**config.mk**
```make
export PLATFORM = sky130hd
export DESIGN_NAME = cmet_cell
export DESIGN_NICKNAME = d
export VERILOG_FILES = /design/src/rtl/celtic_mandelbrot_escape_time_assert.svh /design/src/rtl/cmet_pkg.sv /design/src/rtl/cmet_cell.sv
export SDC_FILE = /design/constraint.sdc
export NUM_CORES = 2
export LEC_CHECK = 0
export ABC_AREA = 1
export BUFFER_PORTS_ARGS = -buffer_cell sky130_fd_sc_hd__buf_2
export CORE_MARGIN = 5
export CORE_UTILIZATION = 25
export DETAILED_ROUTE_END_ITERATION = 16
export PLACE_DENSITY_LB_ADDON = 0.08
export RECOVER_POWER = 25
export SYNTH_ARGS = -nofsm -noshare
export SYNTH_HDL_FRONTEND = slang
export SYNTH_SLANG_ARGS = --single-unit
```
**constraint.sdc**
```tcl
create_clock -name clock -period 5.84 [get_ports clock]
set_input_delay 0 -clock clock [delete_from_list [all_inputs] [get_ports clock]]
set_output_delay 0 -clock clock [all_outputs]
set_load 0.005 [all_outputs]
```
**src/rtl/celtic_mandelbrot_escape_time_assert.svh**
```systemverilog
// ----------------------------------------------------------------------------
// Celtic Mandelbrot escape-time assertion macros
// Checks that simulation sees and synthesis leaves out.
// ----------------------------------------------------------------------------
`ifndef CELTIC_MANDELBROT_ESCAPE_TIME_ASSERT_SVH
`define CELTIC_MANDELBROT_ESCAPE_TIME_ASSERT_SVH
`ifndef SYNTHESIS
// Same-cycle implication, off while reset is high.
`define CMET_ASSERT_IMP(name, clk, rst, ante, cons) \
   name: assert property (@(posedge clk) disable iff (rst) (ante) |-> (cons)) \
      else $error("cmet assertion failed");
// Next-cycle implication, off while reset is high.
`define CMET_ASSERT_NXT(name, clk, rst, ante, cons) \
   name: assert property (@(posedge clk) disable iff (rst) (ante) |=> (cons)) \
      else $error("cmet assertion failed");
`else
`define CMET_ASSERT_IMP(name, clk, rst, ante, cons)
`define CMET_ASSERT_NXT(name, clk, rst, ante, cons)
`endif
`endif

```
**src/rtl/cmet_pkg.sv**
```systemverilog
// ----------------------------------------------------------------------------
// cmet_pkg
// Shared types and constants of the Celtic Mandelbrot escape-time block.
// ----------------------------------------------------------------------------
`default_nettype none

package cmet_pkg;

   // Operand digit that one multiplier cell handles.
   localparam int DIGIT_BITS = 16;

   localparam int INDEX_BITS = 16;
   localparam int MAG_BITS   = 40;

   // Register file.
   localparam int                    CSR_ADDR_BITS     = 3;
   localparam int                    CSR_DATA_BITS     = 32;
   localparam logic [CSR_ADDR_BITS-1:0] CSR_ADDR_MAX_ITER = 3'd0;
   localparam logic [INDEX_BITS-1:0]    MAX_ITER_RESET    = 16'd256;

   typedef enum logic [1:0] {
      ST_IDLE,
      ST_PREP,
      ST_RUN,
      ST_SEND
   } cmet_state_type;

   // Result of one update pass, as seen by the controller.
   typedef struct packed {
      logic                valid;
      logic                escaped;
      logic [MAG_BITS-1:0] mag;
   } cmet_status_type;

endpackage

`default_nettype wire

```
**src/rtl/cmet_cell.sv**
```systemverilog
// ----------------------------------------------------------------------------
// cmet_cell
// One link of the multiplier chain: adds one digit's worth of x*x, y*y, x*y.
// ----------------------------------------------------------------------------
`default_nettype none

module cmet_cell #(
   parameter int WORD_BITS = 32,
   parameter int LOW_BIT   = 0
) (
   input  wire logic                     clock,
   input  wire logic                     reset,
   input  wire logic                     vld_in,
   input  wire logic [WORD_BITS-1:0]     ax_in,
   input  wire logic [WORD_BITS-1:0]     ay_in,
   input  wire logic [2*WORD_BITS-1:0]   sxx_in,
   input  wire logic [2*WORD_BITS-1:0]   syy_in,
   input  wire logic [2*WORD_BITS-1:0]   sxy_in,
   output logic                          vld_out,
   output logic [WORD_BITS-1:0]          ax_out,
   output logic [WORD_BITS-1:0]          ay_out,
   output logic [2*WORD_BITS-1:0]        sxx_out,
   output logic [2*WORD_BITS-1:0]        syy_out,
   output logic [2*WORD_BITS-1:0]        sxy_out
);
   import cmet_pkg::*;

   localparam int PW = 2 * WORD_BITS;
   localparam int TW = WORD_BITS + DIGIT_BITS;

   logic [WORD_BITS-1:0]  axs, ays;
   logic [DIGIT_BITS-1:0] dx, dy;
   logic [TW-1:0]         txx, tyy, txy;
   logic                  vld_ff;
   logic [WORD_BITS-1:0]  ax_ff, ay_ff;
   logic [PW-1:0]         sxx_ff, syy_ff, sxy_ff;

   always_comb begin
      axs = ax_in >> LOW_BIT;
      ays = ay_in >> LOW_BIT;
      dx  = axs[DIGIT_BITS-1:0];
      dy  = ays[DIGIT_BITS-1:0];
      txx = ax_in * dx;
      tyy = ay_in * dy;
      txy = ax_in * dy;
   end

   always_ff @(posedge clock) begin
      if (reset) begin
         vld_ff <= 1'b0;
      end else begin
         vld_ff <= vld_in;
      end
   end

   always_ff @(posedge clock) begin
      ax_ff  <= ax_in;
      ay_ff  <= ay_in;
      sxx_ff <= sxx_in + (PW'(txx) << LOW_BIT);
      syy_ff <= syy_in + (PW'(tyy) << LOW_BIT);
      sxy_ff <= sxy_in + (PW'(txy) << LOW_BIT);
   end

   assign vld_out = vld_ff;
   assign ax_out  = ax_ff;
   assign ay_out  = ay_ff;
   assign sxx_out = sxx_ff;
   assign syy_out = syy_ff;
   assign sxy_out = sxy_ff;

endmodule

`default_nettype wire

```
[Word-level counts from Yosys, hierarchy flattened]
Cells that the tools add are included.
Widths: inputs -> output; s select.
Operators by class
  $add $sub $neg: 3
  multiply operators: 3
Operators by type and width (count)
  $add 64x48->64: 3
  $mul 32x16->48: 3
Storage, ports and cells
  register bits: 257
  output and inout port bits: 257
  logic and storage cells: 12

[Logic depth before layout (Yosys ltp)]
  depth after elaboration: 2
  gate-level depth with buffers: 29
  depth with buffers taken out: 27

[Worst setup path after synthesis]
Ideal clock, no wire load.
  path type: input -> register
  start: in ax_in[1]
  end: reg sxx_ff[61] (netlist: sxx_out[61])
  library setup time: 0.112 ns
  arrival: 4.981 ns
  required time: 5.728 ns
  path slack: 0.747 ns
  cell stages on the path: 24
  path buffers: 2
  path through: clkbuf_1 buf_1 nand2_1 fa_1 inv_1 fa_1 inv_1 fa_1 inv_1 fa_1 fa_1 inv_1 fa_1 inv_1 ha_1 nand2_1 nor2_1 inv_2 nor2_2 nand2_1 nor3_1 nand2_1 nand3_1 nand2_1
On the way
  cells in the longest elaborated chain, start to end: 2
Ends and longest elaborated chain
  from (decl): line cmet_cell.sv:14  | input wire logic [WORD_BITS-1:0] ax_in,
  $mul 32x16->48: line cmet_cell.sv:43  | txx = ax_in * dx;
  $add 64x48->64: line cmet_cell.sv:59  | sxx_ff <= sxx_in + (PW'(txx) << LOW_BIT);
  to (signal assigned): line cmet_cell.sv:59
  to (decl): line cmet_cell.sv:36  | logic [PW-1:0] sxx_ff, syy_ff, sxy_ff;
No other way between the ends.
A chain may end at the register's enable or synchronous reset.

[Worst setup path after layout]
  start: in ax_in[14]
  end: reg sxy_ff[62] (netlist: sxy_out[62])
On the way
  cells in the longest elaborated chain, start to end: 2
Ends and longest elaborated chain
  $mul 32x16->48: line cmet_cell.sv:45  | txy = ax_in * dy;
  $add 64x48->64: line cmet_cell.sv:61  | sxy_ff <= sxy_in + (PW'(txy) << LOW_BIT);
  to (signal assigned): line cmet_cell.sv:61
  to (decl): line cmet_cell.sv:36
No other way between the ends.

==> qor.yml <==
status:
  outcome: "finished clean"
clock_tree:
  numCtsBuffers: 39
  clk_transition_reported_paths_ps: 50
  htree_levels: 2
  ctsLongestPathBuffers: 3
  cts_tree: "built"
  clk_root_buf: "clkbuf_16"
  cts_sinks: 257
timing:
  relSlewSlack_pct: 54.1
  post-route-period-util_pct: 97.3
  final_hold_viol_count: 0
  final_setup_violating_endpoints: 0
  timing_max_transition_violations_final: 0
  worst-slew-pin-transition_ps: 688
  post-route-worst-setup-slack_ps: 156
  grt_setup_unrepaired: "yes"
  achievable-frequency_ghz: 0.176
  post-route-min-period_ps: 5680
die:
  core_mm2: 0.257
  fp.dieH_um: 519
  core.rowCount: 186
  initial_core_utilization_pct: 25.2
  top_level_ports: 516
  dieWidth_um: 519
  floorplan.die_area_mm2: 0.269
worst_setup_path:
  worst_path_max_delay_cell: "fa_1"
  critical_path.most_common_cell: "nand2_1"
  worst_setup_end_kind: "flop"
  number_of_cells_on_the_critical_path: 25
  worst_setup_path_start_kind: "primary input"
  critical_path.top_delay_family: "adder cells"
  critical_path_buf_inv_count: 7
  critical_path.max_stage_delay_ps: 610
  signal_arrival_time_at_the_worst_endpoint_ps: 6260
  critPathMaxFanout: 8
  crit_required_ps: 6420
  critPathKind: "primary input to flop"
placement:
  dp.final_hpwl_um: 198000
  placement.io_buffers: 515
  gp_congestion: 0.868
  dpl_worst_slack_ps: -98.8
synthesis:
  area_leader_netlist: "fa_1"
  post_synth_inst_count: 8952
  synth.most_common_cell: "inv_1"
  ys_async_sr_fraction_pct: 0
  sequential_area_share_after_synthesis_pct: 7.95
  synth_cell_count_leaders: "inv_1 (3020), nand2_1 (2739), fa_1 (1330)"
  ys_seq_elements: 257
  synth.top_cells.by_area: "fa_1 (41%), inv_1 (18%), nand2_1 (16%), dfxtp_1 (7.9%), ha_1 (7.9%)"
  syn_area_mm2: 0.0647
  ys_warn_count: 0
  synth_area_per_cell_um2: 7.23
  syn_nets: 10900
  yosysTopAreaCellShare_pct: 41.1
  synth_enable_flop_cells: 0
  synth_cell_types: 37
  main_synth_ff_type: "dfxtp_1"
detailed_routing:
  drc_violation_total_after_the_first_tritonroute_iteration: 2389
  post_drt_via_cell_ratio: 4.09
  drc_markers: 0
  drt-total-wl_um: 240000
  avgRoutedWirePerCell_um: 18.1
  detailroute.via_count: 54100
  drt_pass1_iterations: 5
  ant_nets: 0
final_layout:
  syn2layout_area_growth_pct: 21.1
  layout-drive-gt1-share_pct: 12.9
  nets: 11800
  layout.core_utilization_pct: 30.5
global_route:
  pin_count_of_the_biggest_net_entering_global_routing: 50
  gr-usage-all-layers_pct: 17.1
  total_congestion_overflow: 0
  grt_first_pass_wirelength_um: 356000
  number_of_global_route_vias_before_repair: 59200
  antenna_found_initial: 26
hold_path:
  timing.hold.worst.class: "primary input to flop"
  worst_hold_path.num_cells: 5
flow_run:
  max-cap-violations: 0
-- sequential cells by signal, indices dropped and copies added, names as in the netlist --
register  count
ax_out       32
ay_out       32
sxx_out      64
sxy_out      64
syy_out      64
vld_out       1
-- metrics by stage --
step | TNS, ps | cell area [µm²] | hold slack (ps) | cells
final | 0 | 78400 | 50.6 | 13200
after global routing | -108 | 78400 | 66.8 | 13200
after CTS | 0 | 77000 | 1.46 | 13200
after detailed placement | -474 | 74500 | 157 | 13000
after global placement | -347 | 74500 | 156 | 13000
after floorplan | 0 | 64700 | 27.7 | 8952
-- worst paths after layout --
kind | slack, ps | startpoint | endpoint
hold / removal | 50 | ax_in[1] | sxx_out[1]
setup / recovery | 160 | ax_in[14] | sxy_out[62]
-- cell families after synthesis --
kind of cell / share of synthesized area (%)
xor gates and xnor gates: 1.58
and+or+nand+nor: 20.7
AOI/OAI and AO/OA: 1.53
adders and majority gates: 49.0
buffers and inverters: 19.3
DFF: 7.95
-- per-layer routing --
layer / GRT usage, % / wire, µm / share of wire (%)
met5: 0 / 80 / 0.033
met4: 4.08 / 6510 / 2.7
met3: 2.11 / 9410 / 3.9
met2: 30.2 / 115000 / 48
met1: 22.3 / 109000 / 45
-- layout make-up --
cell class                      count  area [µm²]
Antenna cell                       13        32.5
Clock buffer                       50        1100
Clock inverter                     17         165
Fill cell                       28400      179000
Inverter                         3052       11500
Multi-Input combinational cell   5371       47600
Sequential cell                   257        5140
Tap cell                         3384        4230
Timing Repair Buffer             1088        8650
-- layout by cell type (no fill, tap or decap), types with 126 or more instances in the layout --
cell type         n
ha_1            377
dfxtp_1         257
inv_1          3020
buf_2           489
dlygate4sd3_1   126
nand2_1        2714
buf_4           354
nor2_1          219
fa_1           1325
nand3_1         153
-- tightest hold or removal path, cell delays in order --
cell	delay (ps)
buf_2	100
buf_12	200
nand2_1	70
inv_1	110
ha_1	130
-- repair_timing --
action	CTS	global route
setup buffers	0	27
hold buffers	126	2
endpoints found under the setup margin	0	18
gates resized for setup	0	185
hold endpoints to repair	116	2
Power is not shown: default switching activity piles up to over one toggle a cycle in this logic, so the estimate is an artifact.
