--- src/rtl/celtic_mandelbrot_escape_time_assert.svh ---
// ----------------------------------------------------------------------------
// Celtic Mandelbrot escape-time assertion macros
// Checks that simulation sees and synthesis leaves out.
// ----------------------------------------------------------------------------
`ifndef CELTIC_MANDELBROT_ESCAPE_TIME_ASSERT_SVH
`define CELTIC_MANDELBROT_ESCAPE_TIME_ASSERT_SVH
`ifndef SYNTHESIS
// Same-cycle implication, off while reset is high.
`define CMET_ASSERT_IMP(name, clk, rst, ante, cons) \
   name: assert property (@(posedge clk) disable iff (rst) (ante) |-> (cons)) \
      else $error("cmet assertion failed");
// Next-cycle implication, off while reset is high.
`define CMET_ASSERT_NXT(name, clk, rst, ante, cons) \
   name: assert property (@(posedge clk) disable iff (rst) (ante) |=> (cons)) \
      else $error("cmet assertion failed");
`else
`define CMET_ASSERT_IMP(name, clk, rst, ante, cons)
`define CMET_ASSERT_NXT(name, clk, rst, ante, cons)
`endif
`endif

--- src/rtl/cmet_pkg.sv ---
// ----------------------------------------------------------------------------
// cmet_pkg
// Shared types and constants of the Celtic Mandelbrot escape-time block.
// ----------------------------------------------------------------------------
`default_nettype none

package cmet_pkg;

   // Operand digit that one multiplier cell handles.
   localparam int DIGIT_BITS = 16;

   localparam int INDEX_BITS = 16;
   localparam int MAG_BITS   = 40;

   // Register file.
   localparam int                    CSR_ADDR_BITS     = 3;
   localparam int                    CSR_DATA_BITS     = 32;
   localparam logic [CSR_ADDR_BITS-1:0] CSR_ADDR_MAX_ITER = 3'd0;
   localparam logic [INDEX_BITS-1:0]    MAX_ITER_RESET    = 16'd256;

   typedef enum logic [1:0] {
      ST_IDLE,
      ST_PREP,
      ST_RUN,
      ST_SEND
   } cmet_state_type;

   // Result of one update pass, as seen by the controller.
   typedef struct packed {
      logic                valid;
      logic                escaped;
      logic [MAG_BITS-1:0] mag;
   } cmet_status_type;

endpackage

`default_nettype wire

--- src/rtl/cmet_update.sv ---
// ----------------------------------------------------------------------------
// cmet_update
// Two-stage escape test and map step from the squares and the cross product.
// ----------------------------------------------------------------------------
`default_nettype none

module cmet_update #(
   parameter int WORD_BITS     = 32,
   parameter int FRACTION_BITS = 28
) (
   input  wire logic                          clock,
   input  wire logic                          reset,
   input  wire logic                          vld_in,
   input  wire logic [2*WORD_BITS-1:0]        sxx_in,
   input  wire logic [2*WORD_BITS-1:0]        syy_in,
   input  wire logic [2*WORD_BITS-1:0]        sxy_in,
   input  wire logic                          neg_in,
   input  wire logic signed [WORD_BITS-1:0]   cr_in,
   input  wire logic signed [WORD_BITS-1:0]   ci_in,
   output cmet_pkg::cmet_status_type          status,
   output logic signed [WORD_BITS-1:0]        nx_out,
   output logic signed [WORD_BITS-1:0]        ny_out
);
   import cmet_pkg::*;

   localparam int PW  = 2 * WORD_BITS;
   localparam int SW  = PW + 3;
   localparam int CW0 = (PW + 1 > 2 * FRACTION_BITS + 3) ? PW + 1 : 2 * FRACTION_BITS + 3;
   localparam int CW  = (CW0 > MAG_BITS + 1) ? CW0 : MAG_BITS + 1;

   localparam logic [CW-1:0]        FOUR     = CW'(1) << (2 * FRACTION_BITS + 2);
   localparam logic [CW-1:0]        MAG_SAT  = CW'({MAG_BITS{1'b1}});
   localparam logic signed [SW-1:0] WMAX_S   = SW'({(WORD_BITS-1){1'b1}});
   localparam logic signed [SW-1:0] WMIN_S   = ~WMAX_S;

   // Stage 1: escape compare, sum of squares, absolute difference, signed doubled product.
   logic [CW-1:0]        sum_c;
   logic [SW-1:0]        pv2;
   logic                 v1_ff, esc1_ff;
   logic [CW-1:0]        magsh1_ff;
   logic [PW-1:0]        dif1_ff;
   logic signed [SW-1:0] pv1_ff;

   // Stage 2: scale, add the constant, saturate.
   logic signed [SW-1:0]    ysh, yt, xsh, xt;
   logic                    v2_ff, esc2_ff;
   logic [MAG_BITS-1:0]     mag2_ff;
   logic signed [WORD_BITS-1:0] nx2_ff, ny2_ff;

   always_comb begin
      sum_c = CW'(sxx_in) + CW'(syy_in);
      pv2   = {2'b00, sxy_in, 1'b0};
   end

   always_ff @(posedge clock) begin
      if (reset) begin
         v1_ff <= 1'b0;
         v2_ff <= 1'b0;
      end else begin
         v1_ff <= vld_in;
         v2_ff <= v1_ff;
      end
   end

   always_ff @(posedge clock) begin
      esc1_ff   <= sum_c > FOUR;
      magsh1_ff <= sum_c >> FRACTION_BITS;
      dif1_ff   <= (sxx_in >= syy_in) ? sxx_in - syy_in : syy_in - sxx_in;
      pv1_ff    <= neg_in ? $signed(SW'(0) - pv2) : $signed(pv2);
   end

   always_comb begin
      ysh = pv1_ff >>> FRACTION_BITS;
      yt  = ysh + SW'(ci_in);
      xsh = $signed(SW'(dif1_ff) >> FRACTION_BITS);
      xt  = xsh + SW'(cr_in);
   end

   always_ff @(posedge clock) begin
      esc2_ff <= esc1_ff;
      mag2_ff <= (magsh1_ff > MAG_SAT) ? {MAG_BITS{1'b1}} : magsh1_ff[MAG_BITS-1:0];
      if (yt > WMAX_S) begin
         ny2_ff <= WMAX_S[WORD_BITS-1:0];
      end else if (yt < WMIN_S) begin
         ny2_ff <= WMIN_S[WORD_BITS-1:0];
      end else begin
         ny2_ff <= yt[WORD_BITS-1:0];
      end
      if (xt > WMAX_S) begin
         nx2_ff <= WMAX_S[WORD_BITS-1:0];
      end else if (xt < WMIN_S) begin
         nx2_ff <= WMIN_S[WORD_BITS-1:0];
      end else begin
         nx2_ff <= xt[WORD_BITS-1:0];
      end
   end

   assign status = '{valid: v2_ff, escaped: esc2_ff, mag: mag2_ff};
   assign nx_out = nx2_ff;
   assign ny_out = ny2_ff;

endmodule

`default_nettype wire

--- config.mk ---
export PLATFORM = sky130hd
export DESIGN_NAME = cmet_update
export DESIGN_NICKNAME = d
export VERILOG_FILES = /design/src/rtl/celtic_mandelbrot_escape_time_assert.svh /design/src/rtl/cmet_pkg.sv /design/src/rtl/cmet_update.sv
export SDC_FILE = /design/constraint.sdc
export NUM_CORES = 1
export LEC_CHECK = 0
export BUFFER_PORTS_ARGS = -buffer_cell sky130_fd_sc_hd__buf_2
export CAP_MARGIN = 20
export CORE_MARGIN = 2
export CORE_UTILIZATION = 35
export DETAILED_ROUTE_END_ITERATION = 7
export GPL_TIMING_DRIVEN = 0
export SLEW_MARGIN = 0
export SYNTH_ARGS = -nofsm -noshare
export SYNTH_HDL_FRONTEND = slang
export SYNTH_SLANG_ARGS = --single-unit
--- constraint.sdc ---
create_clock -name clock -period 4 [get_ports clock]
set_input_delay 0.2 -clock clock [delete_from_list [all_inputs] [get_ports clock]]
set_output_delay 0.2 -clock clock [all_outputs]
set_load 0.01 [all_outputs]
Yosys cells after proc, flatten, opt, wreduce, memory -nomap -nowiden --
Index checks and enable logic that the tools add are counted.
Storage, ports and cells: input bits 260, memories 0, latch bits 0, word-level logic and storage cells 28, flip-flop bits (word level) 275, RAM bits 0, ROM bits 0
Cells by class: equal/unequal tests 0, div/mod/pow operators 0, $add $sub $neg 6, $mul 0, magnitude comparators 7, bitwise gates (word level) 0, shift operators 0, reductions and logical operators 0, mux-type cells 4
Operators by type and width (count):
- $sub A64 B64 Y64 | 2
- $sub A1 B65 Y66 const A | 1
- $add A64 B64 Y65 | 1
- $gt A65 B59 Y1 const B | 1
- $mux W65 | 1
- $ge A64 B64 Y1 | 1
- $mux W32 | 2
- $mux W64 | 1
- $gt A37 B40 Y1 const B | 1
- $add A38 B32 Y39 | 1
- $gt A39 B32 Y1 const B | 1
- $lt A39 B32 Y1 const B | 1
- $add A37 B32 Y38 | 1
- $gt A38 B32 Y1 const B | 1
- $lt A38 B32 Y1 const B | 1

Depth between registers and ports, before layout --
word-level depth 3, depth in mapped cells 16, depth with buffers taken out 14

Worst setup path after synthesis --
No wires, ideal clock.
path kind input port to flip-flop, start point in sxy_in[22], end point reg pv1_ff[61], slack -0.013 ns, data required time 3.928 ns, data arrival time 3.941 ns, stages 14, path buffers 2, library setup time 0.072 ns, path through nor4_1 > and4_1 > nand4_2 > or4_4 > or4_1 > or3_1 > clkbuf_2 > or3_1 > or2_1 > or4_1 > or2_1 > buf_6 > o41ai_2 > xnor2_1
On the way: longest elaborated chain between the ends 2
RTL lines:
- from (decl) | line cmet_update.sv:16 | input wire logic [2*WORD_BITS-1:0] sxy_in,
- $sub A1 B65 Y66 | line cmet_update.sv:69 | pv1_ff <= neg_in ? $signed(SW'(0) - pv2) : $signed(pv2);
- $mux W65 | line cmet_update.sv:69
- to (signal assigned) | line cmet_update.sv:69
- to (decl) | line cmet_update.sv:42 | logic signed [SW-1:0] pv1_ff;
Every way passes these cells. A chain may end at the register's enable or synchronous reset.

Worst setup path in the final report --
start point in sxx_in[28], end point reg esc1_ff
On the way: longest elaborated chain between the ends 2
RTL lines:
- from (decl) | line cmet_update.sv:14 | input wire logic [2*WORD_BITS-1:0] sxx_in,
- $add A64 B64 Y65 | line cmet_update.sv:51 | sum_c = CW'(sxx_in) + CW'(syy_in);
- $gt A65 B59 Y1 | line cmet_update.sv:66 | esc1_ff <= sum_c > FOUR;
- to (signal assigned) | line cmet_update.sv:66
- to (decl) | line cmet_update.sv:39 | logic v1_ff, esc1_ff;
Every way passes these cells.

==> run_results.csv <==
group,metric,value,unit
run_status,status,"complete, but fails checks",
run_status,violations,"negative setup slack",
timing,rsz0062_at_grt,"yes",
grt,grtUsageTotal,25.39,%
yosys,ys_top_cells_by_area,"dfxtp_1 (21%), ha_1 (16%), a21oi_1 (8.7%), xnor2_1 (6.2%), o21ai_0 (4.9%)",
floorplan,core,57810,sq um
floorplan,die_h,246.1,microns
yosys,synth_flop_cell,"dfxtp_1",
critical_path,crit_path_start_kind,"input pin",
cells_and_area,drive_above_1_share,17.31,%
critical_path,startpoint,"sxx_in[28]",
timing,worstMarginPinSlew,1.121,ns
cells_and_area,layout_commonest_cell,"buf_2",
critical_path,required,4.42,ns
power_and_ir_drop,p_total,10.29,mW
timing,finalHoldViolations,0,
yosys,synthArstFlopShare,0,%
clock_tree,htreeDepth,1,
power_and_ir_drop,powerDensity,407.4,nW/um^2
critical_path,crit_path_max_fanout,7,
place,hpwlAfterDp,67490,microns
power_and_ir_drop,power_frac_clock,23.5,%
place,dpl_cell_area,23310,sq um
power_and_ir_drop,p_int,5.965,mW
cells_and_area,final_cell_mix,"buf_2 (365), a21oi_1 (341), ha_1 (265)",
job,cap_violations,0,
drt,vias,22250,
yosys,synth-edff-count,0,
yosys,synth_top_area_share,21.07,%
yosys,synthesis.area,20520,sq um
power_and_ir_drop,seq_power_share,28.2,%
cells_and_area,layout.nets,3709,
yosys,syn_inst,2744,
floorplan,fp.dieW,246.1,microns
timing,layout_setup_ws,-0.06043,ns
drt,wl_per_cell,20.35,microns
drt,drt_first_pass_iters,6,
critical_path,rrSetupSlack,0.12,ns
yosys,synth_seq_cells,216,
grt,grt_overflow,0,
floorplan,start_util,35.50,%
critical_path,end_kind,"flip-flop",
timing,period_needed,4.060,ns
grt,antenna_found_initial,18,
drt,antenna_left,0,
floorplan,io-pin-count,366,
worst_hold_path,hold_depth,3,
power_and_ir_drop,vdd_drop_max,0.3334,mV
timing,maxSlewHeadroom,24.47,%
timing,timing.final.crit_share,101.5,%
yosys,ys_types,83,
worst_hold_path,hp-class,"in2reg",
cells_and_area,final_cell_area,25250,sq um
floorplan,dieArea,60590,sq um
cells_and_area,area_delta_synth_final,23.03,%
timing,max_freq,0.2463,GHz
clock_tree,cts_buffers,27,
drt,remaining_drc_errors,0,
critical_path,worst_r2r_endpoint,"nx_out[27]",
clock_tree,cts.sinks,216,
critical_path,r2r_cells,15,
critical_path,setup.worst_path.class,"in2reg",
critical_path,r2r_start,"dif1_ff[36]",
clock_tree,clock_latency,0.57,ns
clock_tree,clk_pin_slew_worst_paths,0.06,ns
power_and_ir_drop,leakage,11.29,nW
worst_hold_path,holdPathEnd,"magsh1_ff[36]",
timing,finalClockSkew,0.01301,ns
power_and_ir_drop,combPwrFrac,48.3,%
place,dp_slack,-1.635,ns
place,globalplace.congestion,0.9894,
grt,grt_pass1_wl,120600,microns
clock_tree,clock_path_buffers,3,
timing,tns,-0.1074,ns
timing,slew_violations,0,
place,portBuffers,361,
power_and_ir_drop,swShare,42.01,%
power_and_ir_drop,p_sw,4.322,mW
yosys,ys_seq_area_share,21.07,%
grt,grt_max_degree,14,
yosys,yosys.area.top_type,"dfxtp_1",
timing,setup_viol,2,
clock_tree,clock-root-buffer,"clkbuf_16",
grt,grt_pass1_vias,21350,
yosys,yosys_warnings,0,
floorplan,core.rowCount,88,
worst_hold_path,hold_start,"syy_in[63]",
drt,routed_wl,80950,microns
yosys,syn_area_per_cell,7.479,sq um
drt,drt_iter0_drc,1815,
timing,worst_hold_slack,0.04523,ns
drt,vias_per_cell,5.594,
clock_tree,cts_tree,"done",
critical_path,worstPathArrival,4.48,ns
==> synth_stat cells (all sizes together) (6+ instances only) <==
cell	count
nand4	48
o21bai	73
o31ai	39
o211ai	33
nor2	201
nor2b	27
nand3	51
and2	14
a21boi	8
nor4	44
o2111ai	6
nand2	177
a41oi	7
a21oi	355
dfxtp	216
a211oi	19
inv	224
mux2i	16
o21ai	201
or2	15
nor3	68
xnor2	146
and4	6
o21a	26
o221ai	10
nand2b	25
a21o	78
xor2	32
a31oi	23
ha	266
buf	16
or4	14
or3	13
o211a	8
a221oi	12
a211o	7
o22ai	12
clkbuf	99
o311ai	6
and3	17
a2111oi	6
o41ai	13
==> worst max-delay path: stages <==
cell      delay, ns
buf_2          0.14
inv_1          0.06
ha_1           0.36
or2_2          0.31
clkbuf_1       0.21
or3_1          0.41
a31oi_1        0.37
o221ai_1       0.21
nand2_2        0.22
o211a_1        0.21
o211a_1        0.29
nand3_1        0.11
or4_1          0.39
or4_1          0.43
o41ai_2        0.42
nand3_1        0.13
==> power by group through the flow <==
stage / clock network [mW] / logic [mW] / registers, mW
6_report: 2.42 / 4.97 / 2.90
5_1_grt: 2.56 / 5.39 / 2.94
4_1_cts: 2.48 / 4.80 / 2.90
3_5_place_dp: 0 / 4.62 / 2.95
3_3_place_gp: 0 / 4.63 / 2.94
2_1_floorplan: 0 / 2.88 / 3.03
==> flip-flops by register name, summed over array words and instances, names as in the netlist <==
signal and cells:
v1_ff 1, mag2_ff 37, v2_ff 1, esc2_ff 1
nx_out 32, ny_out 32, esc1_ff 1, magsh1_ff 37
dif1_ff 36, pv1_ff 38
==> cell type report <==
cell class | count | area, sq um
fill | 6101 | 32560
multi-input combinational | 2188 | 15420
sequential | 216 | 4324
timing repair buffer | 417 | 2340
tap | 765 | 957.2
inverter | 227 | 853.3
clock buffer | 33 | 738.2
buffer | 103 | 444.2
clock inverter | 16 | 138.9
antenna | 12 | 30.03
==> logic make-up (layout without fill, tap and decap cells) <==
| family | count (synthesis) | count (layout) | synth area share [%] |
|---|---|---|---|
| other | 1 | 15 | 0.01827 |
| AOI/OAI and AO/OA | 985 | 985 | 30.02 |
| xor gates and xnor gates | 178 | 178 | 7.597 |
| adders and majority gates | 269 | 269 | 16.51 |
| and+or+nand+nor | 732 | 732 | 17.34 |
| DFF | 216 | 216 | 21.07 |
| muxes | 21 | 21 | 1.055 |
| buffers and inverters | 342 | 796 | 6.389 |
==> metrics by stage <==
| step | util [%] | instances |
|---|---|---|
| 2_1_floorplan | - | 2746 |
| 3_3_place_gp | 40.30 | 3872 |
| 3_5_place_dp | 40.32 | 3873 |
| 4_1_cts | 43.15 | 3970 |
| 5_1_grt | 43.67 | 3975 |
| 6_report | 43.68 | 3977 |
==> timing repair <==
action / CTS / global route
pin swaps: 5 / 12
gates resized for setup: 63 / 75
setup endpoints to repair: 92 / 87
buffers inserted: 5 / 4
hold endpoints to repair: 40 / 0
hold buffers: 46 / 0
==> routing by layer <==
| metal | vias up | part of all wire (%) | wire [microns] | GRT usage, % |
|---|---|---|---|---|
| met5 | - | 0.080 | 65 | 0 |
| met4 | 12 | 4.3 | 3511 | 10.53 |
| met3 | 188 | 7.5 | 6066 | 3.442 |
| met2 | 926 | 46 | 37180 | 42.97 |
| met1 | 10330 | 42 | 34120 | 32.26 |
| li1 | 10790 | - | - | - |
==> how the worst max path moves through the flow <==
stage / endpoint / cells after the start
after detailed placement: dif1_ff[53] / 15
final: esc1_ff / 16
after global routing: esc1_ff / 16
after global placement: dif1_ff[53] / 15
after CTS: nx_out[29] / 15
after floorplan: pv1_ff[61] / 14
No activity file was read; power rests on OpenSTA's default activity.
